### src/rtl/sdn_pkg.sv
`default_nettype none
// ----------------------------------------------------------------------------
// sdn_pkg
// shared field widths and the memory command type of the direction
// number generator
// ----------------------------------------------------------------------------
package sdn_pkg;

    // input beat fields
    localparam int unsigned IDX_W      = 10;
    localparam int unsigned DEG_W      = 5;
    localparam int unsigned COEF_W     = 15;
    localparam int unsigned IN_TDATA_W = 32;

    // output beat fields
    localparam int unsigned BIDX_W = 5;

    // odd seed 3 + 2*index, largest 2049
    localparam int unsigned ODD_W = 12;

    typedef struct packed {
        logic wr_en;
        logic rd_en;
    } t_mem_cmd;

endpackage
`default_nettype wire

### src/rtl/sdn_dir_mem.sv
`default_nettype none
// ----------------------------------------------------------------------------
// sdn_dir_mem
// recent direction numbers, one write and one read port, registered read
// ----------------------------------------------------------------------------
module sdn_dir_mem #(
    parameter int unsigned WIDTH = 30,
    parameter int unsigned AW    = 4
) (
    input  wire                    i_clk,
    input  sdn_pkg::t_mem_cmd      i_cmd,
    input  wire  [AW-1:0]          i_wr_addr,
    input  wire  [WIDTH-1:0]       i_wr_data,
    input  wire  [AW-1:0]          i_rd_addr,
    output logic [WIDTH-1:0]       o_rd_data
);
    import sdn_pkg::*;

    logic [WIDTH-1:0] r_mem [2**AW];

    always_ff @(posedge i_clk) begin
        if (i_cmd.wr_en) begin
            r_mem[i_wr_addr] <= i_wr_data;
        end
    end

    always_ff @(posedge i_clk) begin
        if (i_cmd.rd_en) begin
            o_rd_data <= r_mem[i_rd_addr];
        end
    end

endmodule
`default_nettype wire

### src/rtl/sdn_seq.sv
`default_nettype none
// ----------------------------------------------------------------------------
// sdn_seq
// per-number sequencer: seeds the first degree numbers, then walks the
// lags through the memory read port and folds them into an accumulator
// ----------------------------------------------------------------------------
module sdn_seq #(
    parameter int unsigned DIRECTION_BITS = 30,
    parameter int unsigned MAX_DEGREE     = 16,
    parameter int unsigned AW             = 4,
    parameter int unsigned JW             = 5
) (
    input  wire                          i_clk,
    input  wire                          i_rst_n,
    input  wire                          i_in_valid,
    output logic                         o_in_ready,
    input  wire  [sdn_pkg::IDX_W-1:0]    i_dim_index,
    input  wire  [sdn_pkg::DEG_W-1:0]    i_poly_degree,
    input  wire  [sdn_pkg::COEF_W-1:0]   i_poly_bits,
    output sdn_pkg::t_mem_cmd            o_mem_cmd,
    output logic [AW-1:0]                o_wr_addr,
    output logic [AW-1:0]                o_rd_addr,
    input  wire  [DIRECTION_BITS-1:0]    i_rd_data,
    input  wire                          i_out_free,
    output logic                         o_res_load,
    output logic [JW-1:0]                o_res_index,
    output logic                         o_res_last,
    output logic [DIRECTION_BITS-1:0]    o_res_value
);
    import sdn_pkg::*;

    localparam int unsigned LIMIT = (MAX_DEGREE < DIRECTION_BITS) ? MAX_DEGREE
                                                                  : DIRECTION_BITS;
    localparam int unsigned JLAST = DIRECTION_BITS - 1;
    localparam int unsigned CW    = (JW > DEG_W) ? JW : DEG_W;

    localparam logic [2:0] S_IDLE  = 3'd0;
    localparam logic [2:0] S_NEXT  = 3'd1;
    localparam logic [2:0] S_READ  = 3'd2;
    localparam logic [2:0] S_DRAIN = 3'd3;
    localparam logic [2:0] S_DONE  = 3'd4;

    logic [2:0]                r_state, n_state;
    logic [JW-1:0]             r_j, n_j;
    logic                      r_rd_valid, n_rd_valid;
    logic [DEG_W-1:0]          r_deg, n_deg;
    logic [COEF_W-1:0]         r_coef, n_coef;
    logic [ODD_W-1:0]          r_odd, n_odd;
    logic [DEG_W-1:0]          r_lag, n_lag;
    logic [DEG_W-1:0]          r_rd_lag, n_rd_lag;
    logic [DIRECTION_BITS-1:0] r_acc, n_acc;

    logic [DEG_W-1:0]                deg_in;
    logic [JW-1:0]                   shamt;
    logic [DIRECTION_BITS+ODD_W-1:0] seed_wide;
    logic [DIRECTION_BITS-1:0]       init_v;
    logic [DEG_W-1:0]                coef_pos;
    logic [COEF_W-1:0]               coef_sh;
    logic                            coef_sel;
    logic [DIRECTION_BITS-1:0]       term;
    logic                            is_last;

    // degree zero acts as one, large degrees saturate
    always_comb begin
        if (i_poly_degree == '0) begin
            deg_in = DEG_W'(1);
        end else if (i_poly_degree > DEG_W'(LIMIT)) begin
            deg_in = DEG_W'(LIMIT);
        end else begin
            deg_in = i_poly_degree;
        end
    end

    // low j+1 bits of the odd seed placed at the top of the word
    assign shamt     = JW'(JLAST) - r_j;
    assign seed_wide = {{DIRECTION_BITS{1'b0}}, r_odd} << shamt;
    assign init_v    = DIRECTION_BITS'(seed_wide);

    // coefficient for lag l sits at bit deg-1-l
    assign coef_pos = r_deg - DEG_W'(1) - r_rd_lag;
    assign coef_sh  = r_coef >> coef_pos;
    assign coef_sel = (coef_pos < DEG_W'(COEF_W)) && coef_sh[0];

    always_comb begin
        if (r_rd_lag == r_deg) begin
            term = i_rd_data ^ (i_rd_data >> r_deg);
        end else if (coef_sel) begin
            term = i_rd_data;
        end else begin
            term = '0;
        end
    end

    assign is_last = (r_j == JW'(JLAST));

    always_comb begin
        n_state    = r_state;
        n_j        = r_j;
        n_deg      = r_deg;
        n_coef     = r_coef;
        n_odd      = r_odd;
        n_lag      = r_lag;
        n_rd_lag   = r_rd_lag;
        n_rd_valid = 1'b0;
        n_acc      = r_acc;
        o_in_ready = 1'b0;
        o_mem_cmd  = '0;
        o_res_load = 1'b0;
        o_rd_addr  = AW'(r_j) - AW'(r_lag);
        o_wr_addr  = AW'(r_j);

        // fold in the word returned by the read issued in the cycle before
        if (r_rd_valid) begin
            n_acc = r_acc ^ term;
        end

        unique case (r_state)
            S_IDLE: begin
                o_in_ready = 1'b1;
                if (i_in_valid) begin
                    n_deg   = deg_in;
                    n_coef  = i_poly_bits;
                    n_odd   = ODD_W'({i_dim_index, 1'b1}) + ODD_W'(2);
                    n_j     = '0;
                    n_state = S_NEXT;
                end
            end
            S_NEXT: begin
                if (CW'(r_j) < CW'(r_deg)) begin
                    n_acc   = init_v;
                    n_state = S_DONE;
                end else begin
                    n_acc   = '0;
                    n_lag   = r_deg;
                    n_state = S_READ;
                end
            end
            S_READ: begin
                o_mem_cmd.rd_en = 1'b1;
                n_rd_valid      = 1'b1;
                n_rd_lag        = r_lag;
                n_lag           = r_lag - DEG_W'(1);
                if (r_lag == DEG_W'(1)) begin
                    n_state = S_DRAIN;
                end
            end
            S_DRAIN: begin
                n_state = S_DONE;
            end
            S_DONE: begin
                if (i_out_free) begin
                    o_mem_cmd.wr_en = 1'b1;
                    o_res_load      = 1'b1;
                    if (is_last) begin
                        n_j     = '0;
                        n_state = S_IDLE;
                    end else begin
                        n_j     = r_j + JW'(1);
                        n_state = S_NEXT;
                    end
                end
            end
            default: begin
                n_state = S_IDLE;
            end
        endcase
    end

    assign o_res_index = r_j;
    assign o_res_last  = is_last;
    assign o_res_value = r_acc;

    always_ff @(posedge i_clk) begin
        if (!i_rst_n) begin
            r_state    <= S_IDLE;
            r_j        <= '0;
            r_rd_valid <= 1'b0;
        end else begin
            r_state    <= n_state;
            r_j        <= n_j;
            r_rd_valid <= n_rd_valid;
        end
    end

    always_ff @(posedge i_clk) begin
        r_deg    <= n_deg;
        r_coef   <= n_coef;
        r_odd    <= n_odd;
        r_lag    <= n_lag;
        r_rd_lag <= n_rd_lag;
        r_acc    <= n_acc;
    end

    // memory write and read never share a cycle, so no read sees a stale entry
    a_no_rw_overlap: assert property (@(posedge i_clk) disable iff (!i_rst_n)
        !(o_mem_cmd.wr_en && o_mem_cmd.rd_en))
        else $error("direction memory read and write in the same cycle");

    a_accept_starts: assert property (@(posedge i_clk) disable iff (!i_rst_n)
        (r_state == S_IDLE && i_in_valid) |=> (r_state == S_NEXT && r_j == '0))
        else $error("accepted dimension did not start at number zero");

    a_read_returns: assert property (@(posedge i_clk) disable iff (!i_rst_n)
        (r_state == S_READ) |=> r_rd_valid)
        else $error("issued read not followed by read data");

    a_lag_nonzero: assert property (@(posedge i_clk) disable iff (!i_rst_n)
        (r_state == S_READ) |-> (r_lag != '0))
        else $error("lag walk reached zero while reading");

    a_last_to_idle: assert property (@(posedge i_clk) disable iff (!i_rst_n)
        (o_res_load && o_res_last) |=> (r_state == S_IDLE))
        else $error("sequencer did not return to idle after the last number");

endmodule
`default_nettype wire

### src/rtl/sobol_direction_numbers.sv
`default_nettype none
// ----------------------------------------------------------------------------
// sobol_direction_numbers
// Sobol direction number generator, one dimension in, all its numbers out
// ----------------------------------------------------------------------------
// usage
//   s_axis carries one dimension per beat: index, polynomial degree and the
//   interior coefficient bits. m_axis returns DIRECTION_BITS beats for it,
//   bit_index 0 first, tlast on the final number.
//   the first degree numbers come straight from the odd seed 3+2*index; each
//   later one reads the number degree places back and every number that a
//   set coefficient selects from a small direction memory, one read a cycle
// sequencing
//   after the input beat is taken, the first result beat passes through
//   S_NEXT, S_DONE and the output register; a seeded number goes through
//   S_NEXT and S_DONE, a recursive one through S_NEXT, an S_READ per lag,
//   S_DRAIN and S_DONE, as the single read port walks the lags in turn
//   one dimension is worked on at a time; s_axis_tready is high only idle
// reset and stalls
//   i_rst_n (synchronous) returns the sequencer to idle and drops m_axis_tvalid
//   a result sits in the output register; while m_axis_tready is low the
//   sequencer holds the next number, and the next input beat can be taken
//   while the last number of a dimension still waits
// ----------------------------------------------------------------------------
module sobol_direction_numbers #(
    parameter int unsigned DIRECTION_BITS = 30,
    parameter int unsigned MAX_DEGREE     = 16
) (
    input  wire                          i_clk,
    input  wire                          i_rst_n,
    input  wire                          s_axis_tvalid,
    output logic                         s_axis_tready,
    // dim_index[9:0], poly_degree[14:10], poly_bits[29:15], zero pad
    input  wire  [sdn_pkg::IN_TDATA_W-1:0] s_axis_tdata,
    output logic                         m_axis_tvalid,
    input  wire                          m_axis_tready,
    // bit_index[4:0], direction[DIRECTION_BITS+4:5], zero pad
    output logic [((sdn_pkg::BIDX_W + DIRECTION_BITS + 7) / 8) * 8 - 1:0] m_axis_tdata,
    output logic                         m_axis_tlast
);
    import sdn_pkg::*;

    localparam int unsigned OUT_W = ((BIDX_W + DIRECTION_BITS + 7) / 8) * 8;
    // memory deep enough for the longest lag
    localparam int unsigned AW    = (MAX_DEGREE > 1) ? $clog2(MAX_DEGREE) : 1;
    localparam int unsigned JW    = $clog2(DIRECTION_BITS);

    // input beat unpacking
    logic [IDX_W-1:0]  in_index;
    logic [DEG_W-1:0]  in_degree;
    logic [COEF_W-1:0] in_coef;

    assign in_index  = s_axis_tdata[IDX_W-1:0];
    assign in_degree = s_axis_tdata[IDX_W+DEG_W-1:IDX_W];
    assign in_coef   = s_axis_tdata[IDX_W+DEG_W+COEF_W-1:IDX_W+DEG_W];

    t_mem_cmd                  mem_cmd;
    logic [AW-1:0]             wr_addr;
    logic [AW-1:0]             rd_addr;
    logic [DIRECTION_BITS-1:0] rd_data;
    logic                      out_free;
    logic                      res_load;
    logic [JW-1:0]             res_index;
    logic                      res_last;
    logic [DIRECTION_BITS-1:0] res_value;

    // output register: free when empty or being drained this cycle
    logic             r_out_valid;
    logic [OUT_W-1:0] r_out_data;
    logic             r_out_last;

    assign out_free = !r_out_valid || m_axis_tready;

    sdn_seq #(
        .DIRECTION_BITS (DIRECTION_BITS),
        .MAX_DEGREE     (MAX_DEGREE),
        .AW             (AW),
        .JW             (JW)
    ) u_seq (
        .i_clk         (i_clk),
        .i_rst_n       (i_rst_n),
        .i_in_valid    (s_axis_tvalid),
        .o_in_ready    (s_axis_tready),
        .i_dim_index   (in_index),
        .i_poly_degree (in_degree),
        .i_poly_bits   (in_coef),
        .o_mem_cmd     (mem_cmd),
        .o_wr_addr     (wr_addr),
        .o_rd_addr     (rd_addr),
        .i_rd_data     (rd_data),
        .i_out_free    (out_free),
        .o_res_load    (res_load),
        .o_res_index   (res_index),
        .o_res_last    (res_last),
        .o_res_value   (res_value)
    );

    // the finished number is written back in the same cycle it is emitted
    sdn_dir_mem #(
        .WIDTH (DIRECTION_BITS),
        .AW    (AW)
    ) u_mem (
        .i_clk     (i_clk),
        .i_cmd     (mem_cmd),
        .i_wr_addr (wr_addr),
        .i_wr_data (res_value),
        .i_rd_addr (rd_addr),
        .o_rd_data (rd_data)
    );

    always_ff @(posedge i_clk) begin
        if (!i_rst_n) begin
            r_out_valid <= 1'b0;
        end else if (res_load) begin
            r_out_valid <= 1'b1;
        end else if (m_axis_tready) begin
            r_out_valid <= 1'b0;
        end
    end

    // bit_index wraps at its field width
    always_ff @(posedge i_clk) begin
        if (res_load) begin
            r_out_data <= OUT_W'({res_value, BIDX_W'(res_index)});
            r_out_last <= res_last;
        end
    end

    assign m_axis_tvalid = r_out_valid;
    assign m_axis_tdata  = r_out_data;
    assign m_axis_tlast  = r_out_last;

endmodule
`default_nettype wire
### config.mk
export PLATFORM = sky130hd
export DESIGN_NAME = sobol_direction_numbers
export DESIGN_NICKNAME = d
export VERILOG_FILES = /design/src/rtl/sdn_pkg.sv /design/src/rtl/sdn_dir_mem.sv /design/src/rtl/sdn_seq.sv /design/src/rtl/sobol_direction_numbers.sv
export SDC_FILE = /design/constraint.sdc
export NUM_CORES = 1
export LEC_CHECK = 0
export ABC_CLOCK_PERIOD_IN_PS = 4600
export BUFFER_PORTS_ARGS = -buffer_cell sky130_fd_sc_hd__buf_2
export CAP_MARGIN = 20
export CORE_ASPECT_RATIO = 0.8
export CORE_MARGIN = 5
export CORE_UTILIZATION = 62
export DETAILED_ROUTE_END_ITERATION = 6
export PLACE_DENSITY = 0.82
export SLEW_MARGIN = 20
export SYNTH_ARGS = -nofsm -noshare
export SYNTH_HDL_FRONTEND = slang
export SYNTH_SLANG_ARGS = --single-unit
### constraint.sdc
create_clock -name i_clk -period 4.6 [get_ports i_clk]
set_input_delay 0 -clock i_clk [delete_from_list [all_inputs] [get_ports i_clk]]
set_output_delay 0 -clock i_clk [all_outputs]
set_load 0.05 [all_outputs]
; ---- After elaboration in Yosys (flattened, before gate mapping)
; Memories as Yosys holds them, arrays and structs flattened. A register that Yosys moved wholly into a read port is not among the register bits.
; Cells that the tools add are included.
[word_totals]
reg_bits = 118
ram_bits = 480
in_bits = 36
mem_count = 1
[classes]
add_sub_neg = 7
n_lt_le_gt_ge = 3
eq_ne = 11
n_shift = 3
muxes = 26
bitwise_logic = 2
n_reduce_logical = 14
[memory_table]
columns = name, words, width, rd, rd_clocked_by_memory_dff, write_ports, line_no
row1 = u_mem.r_mem, 16, 30, 1, 1, 1, sdn_dir_mem.sv:19  ; logic [WIDTH-1:0] r_mem [2**AW];
[op_table]
columns = op, n
row1 = $mux W30, 5
row2 = $xor A30 B30 Y30, 2
row3 = $shl A12 B5 Y30, 1
row4 = $shr A30 B5 Y30, 1
row5 = $mux W5, 5
row6 = $pmux W5 S2, 2
row7 = $pmux W3 S5, 1
row8 = $shr A15 B5 Y1, 1
row9 = $add A11 B2 Y12 const B, 1
row10 = $mux W3, 4
row11 = $sub A5 B1 Y5 const B, 2
row12 = $mux W1, 9
row13 = $reduce_bool A2 Y1, 4
row14 = $eq A3 B2 Y1 const B, 2
row15 = $ne A2 B2 Y1 const B, 3
row16 = $reduce_and A3 Y1, 2
row17 = $add A5 B1 Y5 const B, 1
row18 = $eq A5 B1 Y1 const B, 1
row19 = $eq A5 B5 Y1, 1
row20 = $eq A5 B5 Y1 const B, 1
row21 = $gt A5 B5 Y1 const B, 1
row22 = $logic_not A5 Y1, 1
row23 = $lt A5 B4 Y1 const B, 1
row24 = $lt A5 B5 Y1, 1
row25 = other kinds (12), 13

; ---- Depth between registers and ports, before layout
[depth]
word_depth = 9
ltp_mapped = 13
mapped_depth_nobuf = 11

; ---- Hierarchy
; From an unflattened synthesis, not the netlist that was laid out.
[hier_totals]
cells_unflattened = 1583
hier_area_um2 = 27632.8
[by_module_without_submodules]
columns = module, instances, cells_each, area_per_inst_um2, seq_area_each_um2
row1 = sdn_dir_mem, 1, 785, 19239.7, 15314.7
row2 = sdn_seq, 1, 752, 7221.9, 2312.2
row3 = sobol_direction_numbers, 1, 46, 1171.1, 1101.1

; ---- Least setup slack after synthesis
; Ideal clock, no wire load.
[synth_timing]
path_type = register -> register
start = reg u_seq.r_j[1] (netlist: u_seq.o_res_index[1])
end = reg u_mem.o_rd_data[0] (read register of u_mem.r_mem), data pin
arrival_ns = 3.229
required_time_ns = 4.326
setup_slack_ns = 1.097
path_stages_with_launch = 11
synth_period_minus_slack_ns = 3.503
path_cell_list = dfxtp_1 buf_2 buf_1 inv_1 fa_1 clkbuf_1 clkbuf_1 buf_1 mux4_2 nand2_1 a31oi_1
[synth_via]
elab_chain_cells = 1
[synth_lines]
columns = item, line_no
row1 = from (decl), sdn_seq.sv:44  ; logic [JW-1:0] r_j, n_j;
row2 = from (signal assigned), sdn_seq.sv:180  ; r_j <= n_j;
row3 = $sub A4 B4 Y4, sdn_seq.sv:109  ; o_rd_addr = AW'(r_j) - AW'(r_lag);
row4 = to (decl), sdn_dir_mem.sv:15  ; output logic [WIDTH-1:0] o_rd_data
; Every way passes these cells.
; A chain may end at the register's enable or synchronous reset.

; ---- Worst setup path after layout
[layout_timing]
start = reg u_seq.r_rd_lag[0]
end = reg u_seq.r_acc[2] (netlist: u_seq.o_res_value[2]), data pin
[layout_via]
elab_chain_cells = 8
elab_cells_between_ends = 10
classes_between = add/sub (1) / order compare (1) / eq/ne (1) / shift (1) / mux (4) / bitwise (1) / reduce/logical (1)
[layout_lines]
columns = item, line_no
row1 = from (decl), sdn_seq.sv:50  ; logic [DEG_W-1:0] r_rd_lag, n_rd_lag;
row2 = from (signal assigned), sdn_seq.sv:190  ; r_rd_lag <= n_rd_lag;
row3 = $sub A5 B5 Y5, sdn_seq.sv:80  ; assign coef_pos = r_deg - DEG_W'(1) - r_rd_lag;
row4 = $shr A15 B5 Y1 / $lt A5 B4 Y1 (equally long branches), "sdn_seq.sv:81, sdn_seq.sv:82"
row5 = $logic_and A1 B1 Y1, sdn_seq.sv:82  ; assign coef_sel = (coef_pos < DEG_W'(COEF_W)) && coef_sh[0];
row6 = $mux W30, sdn_seq.sv:87  ; end else if (coef_sel) begin
row7 = $mux W30 *, sdn_seq.sv:85  ; if (r_rd_lag == r_deg) begin
row8 = $xor A30 B30 Y30 *, sdn_seq.sv:114  ; n_acc = r_acc ^ term;
row9 = $mux W30 *, sdn_seq.sv:113  ; if (r_rd_valid) begin
row10 = $mux W30 *, sdn_seq.sv:117  ; unique case (r_state)
row11 = named net u_seq.n_acc[2], sdn_seq.sv:51  ; logic [DIRECTION_BITS-1:0] r_acc, n_acc;
row12 = to (signal assigned), sdn_seq.sv:191  ; r_acc <= n_acc;
row13 = to (decl), sdn_seq.sv:51
; Mark *: on every way through the listed nets, which the timed path passes. The rest lies on a longest branch. The select of a mux whose other input is x is not followed.

==> summary.txt <==
Fillcell total: 2716
DR WL met2: 34100 microns
Synth Warn #: 0
CTS-repair resized insts: 0
Final clock skew: 0.0316 ns
Row count: 69
Syn Inst Count: 1635
Place WS: 0.721 ns
EDFF count, synth: 617
Routed Antenna Nets: 0
Worst-Margin Slew: 1.11 ns
Clock transition at path regs: 0.07 ns
Crit path DAT: 4.38 ns
First-pass GRT wire length: 105000 microns
Crit path time final: 4.01 ns
Critical R2R Launch: u_seq.r_rd_lag[0]$_DFFE_PP_
Layout cell share with drive strength beyond 1: 22.3%
Design area: 31100 sq um
Routed WL: 70300 microns
Worst hold endpoint: u_seq.r_coef[8]$_DFFE_PP_
Reg2Reg Setup Slack: 0.59 ns
Crit Path Class: reg -> reg
Setup TNS: 0 ns
Final setup violation count: 0
Crit share post-route: 87.3%
Postcts setup bufs: 0
Main synth FF type: edfxtp_1
RSZ-0062 raised after global routing: false
M1 wire length: 27600 microns
CP max FO: 15
Post-DP Area: 28800 sq um
Reg2reg end: u_seq.o_res_value[2]$_DFFE_PP_
Clk Latency, worst-skew pair: 0.63 ns
Pwr Density: 394 nW/um^2
Routability congestion estimate from global placement: 0.964
Synth top area share: 66.9%
Register bit count reported by yosys: 627
Static Leakage: 10.3 nW
Req. time, crit path: 4.96 ns
Total grt overflow: 0
Biggest area consumer among synthesized cells: edfxtp_1
Inserted Clock Buffers: 57
Top Ports: 79
WL/cell: 29.1 microns
Syn_area_per_cell: 16.9 sq um
# H-tree levels: 2
Max-slew headroom: 24.3%
Met3 wire length: 6390 microns
Critical Path Sink Type: flop
Vias: 16455
Worst hold path type: in -> reg
Most frequent cells in the layout: 617 x edfxtp_1, 137 x mux4_2, 110 x nand2_1, 71 x buf_2, 59 x clkbuf_16
First DRT Iteration DRCs: 2075
Commonest non-fill, non-tap cell in the layout: edfxtp_1
Post-DR vias/cell: 6.82
Hold_buf cts: 42
Nets: 1823
Initial antenna violation count: 0
Worst Setup Start Kind: flop
CTS tree: done
DR DRC count: 0
Die width: 246 microns
Root buffer cell: clkbuf_16
Synthesis-to-layout area growth: 12.1%
Overall Global Routing Usage: 29.0%
Final-report max-slew violation count: 0
First-pass DRT Iterations: 6
R2r worst-path depth: 11
Clock Path Buffers: 3
Worst setup margin: 0.585 ns
F_max: 0.249 GHz
Hold path depth: 2
Vias in the first global route: 16361
Die height: 199 microns
Distinct cells, synth: 88
Starting density of the core: 62.5%
ANT cells: 0
Sequential cell area fraction in the yosys report: 67.6%
Mapped Area: 27700 sq um
Die area: 49000 sq um
Design Power: 12.2 mW
Status: finished clean
Top layer in use: met4
Pin count of the biggest net entering global routing: 50
Dominant cells by area after synthesis: edfxtp_1 67%, mux4_2 11%, mux2i_1 1.9%
Worst vdd ir: 304 uV
Max_cap viols: 0
Ys async rst share: 0%
CTS Sinks: 627
Hold Vio Cnt, Final: 0
Buffers on Ports: 71
Hold path startpoint: s_axis_tdata[23]
HPWL Detailed: 40400 microns
Final hold slack: 0.0996 ns
Core area: 44300 sq um
[worst max-delay path by stage]
stage	from	to	slack (ns)
CTS	u_seq.r_rd_lag[0]$_DFFE_PP_	u_seq.o_res_value[2]$_DFFE_PP_	0.73
global route	u_seq.r_rd_lag[0]$_DFFE_PP_	u_seq.o_res_value[2]$_DFFE_PP_	0.36
finish	u_seq.r_rd_lag[0]$_DFFE_PP_	u_seq.o_res_value[2]$_DFFE_PP_	0.59
floorplan	u_seq.o_res_index[1]$_SDFFE_PN0P_	u_mem.o_rd_data[0]$_DFFE_PP_	1.10
detailed placement	u_seq.r_rd_lag[0]$_DFFE_PP_	u_seq.o_res_value[2]$_DFFE_PP_	0.72
global placement	u_seq.r_rd_lag[0]$_DFFE_PP_	u_seq.o_res_value[2]$_DFFE_PP_	0.83
[cells by family after synthesis]
family,count (synthesis),synth area share (%)
other cells,1,0.0135
fa+ha+maj,24,1.14
compound gates,263,6.51
buf+inv,127,2.07
flops,627,67.6
simple gates,341,6.43
mux,227,15.4
xor+xnor,25,0.818
[cells in the mapped netlist, drive strengths merged, types with 3 or more instances]
library cell / n
or3: 8
a22oi: 4
a31o: 3
a21oi: 45
a2111oi: 3
a32oi: 3
o311a: 4
mux2i: 53
o31ai: 13
nor2b: 6
mux4: 152
nand3b: 6
nand2: 110
inv: 33
or2: 8
o22a: 3
nor3b: 13
mux2: 22
o21ai: 41
o21a: 12
nor2: 32
nand3: 32
buf: 41
nand2b: 10
and3: 10
nand4: 3
a2bb2oi: 7
a211oi: 33
ha: 22
edfxtp: 617
dfxtp: 10
a21o: 9
and2: 56
o211ai: 7
o22ai: 15
xor2: 12
nor3: 20
and4b: 3
clkbuf: 52
nor4: 14
or4: 3
xnor2: 13
a31oi: 40
[critical path, cell delays in order (launching register included)]
cell,delay (ns)
edfxtp_1,0.36
inv_1,0.06
ha_1,0.16
inv_1,0.06
fa_1,0.67
nor3b_1,0.25
mux2_4,0.18
a211oi_2,0.04
o221ai_2,0.73
nand2_1,0.62
a31o_1,0.35
a211o_1,0.27
[sequential cells by signal, summed over array words and instances, names as in the netlist, 11 cells and up]
register / cells
u_mem.r_mem: 480
m_axis_tdata: 35
u_mem.o_rd_data: 30
u_seq.o_res_value: 30
u_seq.r_coef: 15
u_seq.r_odd: 11
[metrics by stage]
step / utilization, % / cells
after detailed placement: 65.1 / 2265
final: 70.1 / 2412
after global placement: 65.1 / 2265
after global routing: 70.1 / 2412
after floorplan: - / 1639
after CTS: 70.1 / 2412
[final cells by class]
type	count	area, sq um	share of cell area [%]
Clock buffer	72	1530	4.91
Sequential cell	627	18700	60.3
Multi-Input combinational cell	885	8500	27.4
Inverter	34	128	0.411
Timing Repair Buffer	158	1160	3.75
Tap cell	603	754	2.43
Clock inverter	33	258	0.830
[where the power goes]
part | switching, mW | internal, mW | leakage, nW | total, mW
Combinational | 0.589 | 0.418 | 3.75 | 1.01
Sequential | 0.168 | 6.45 | 5.67 | 6.62
Clock | 2.08 | 2.52 | 0.860 | 4.60
Total | 2.84 | 9.39 | 10.3 | 12.2
[per-layer routing]
| metal | GRT usage, % | vias up |
|---|---|---|
| met2 | 47.1 | 963 |
| li1 | - | 6893 |
| met5 | 0 | - |
| met3 | 5.35 | 150 |
| met1 | 40.7 | 8449 |
| met4 | 9.69 | 0 |
Note: power is estimated with default switching activity, not from simulation.
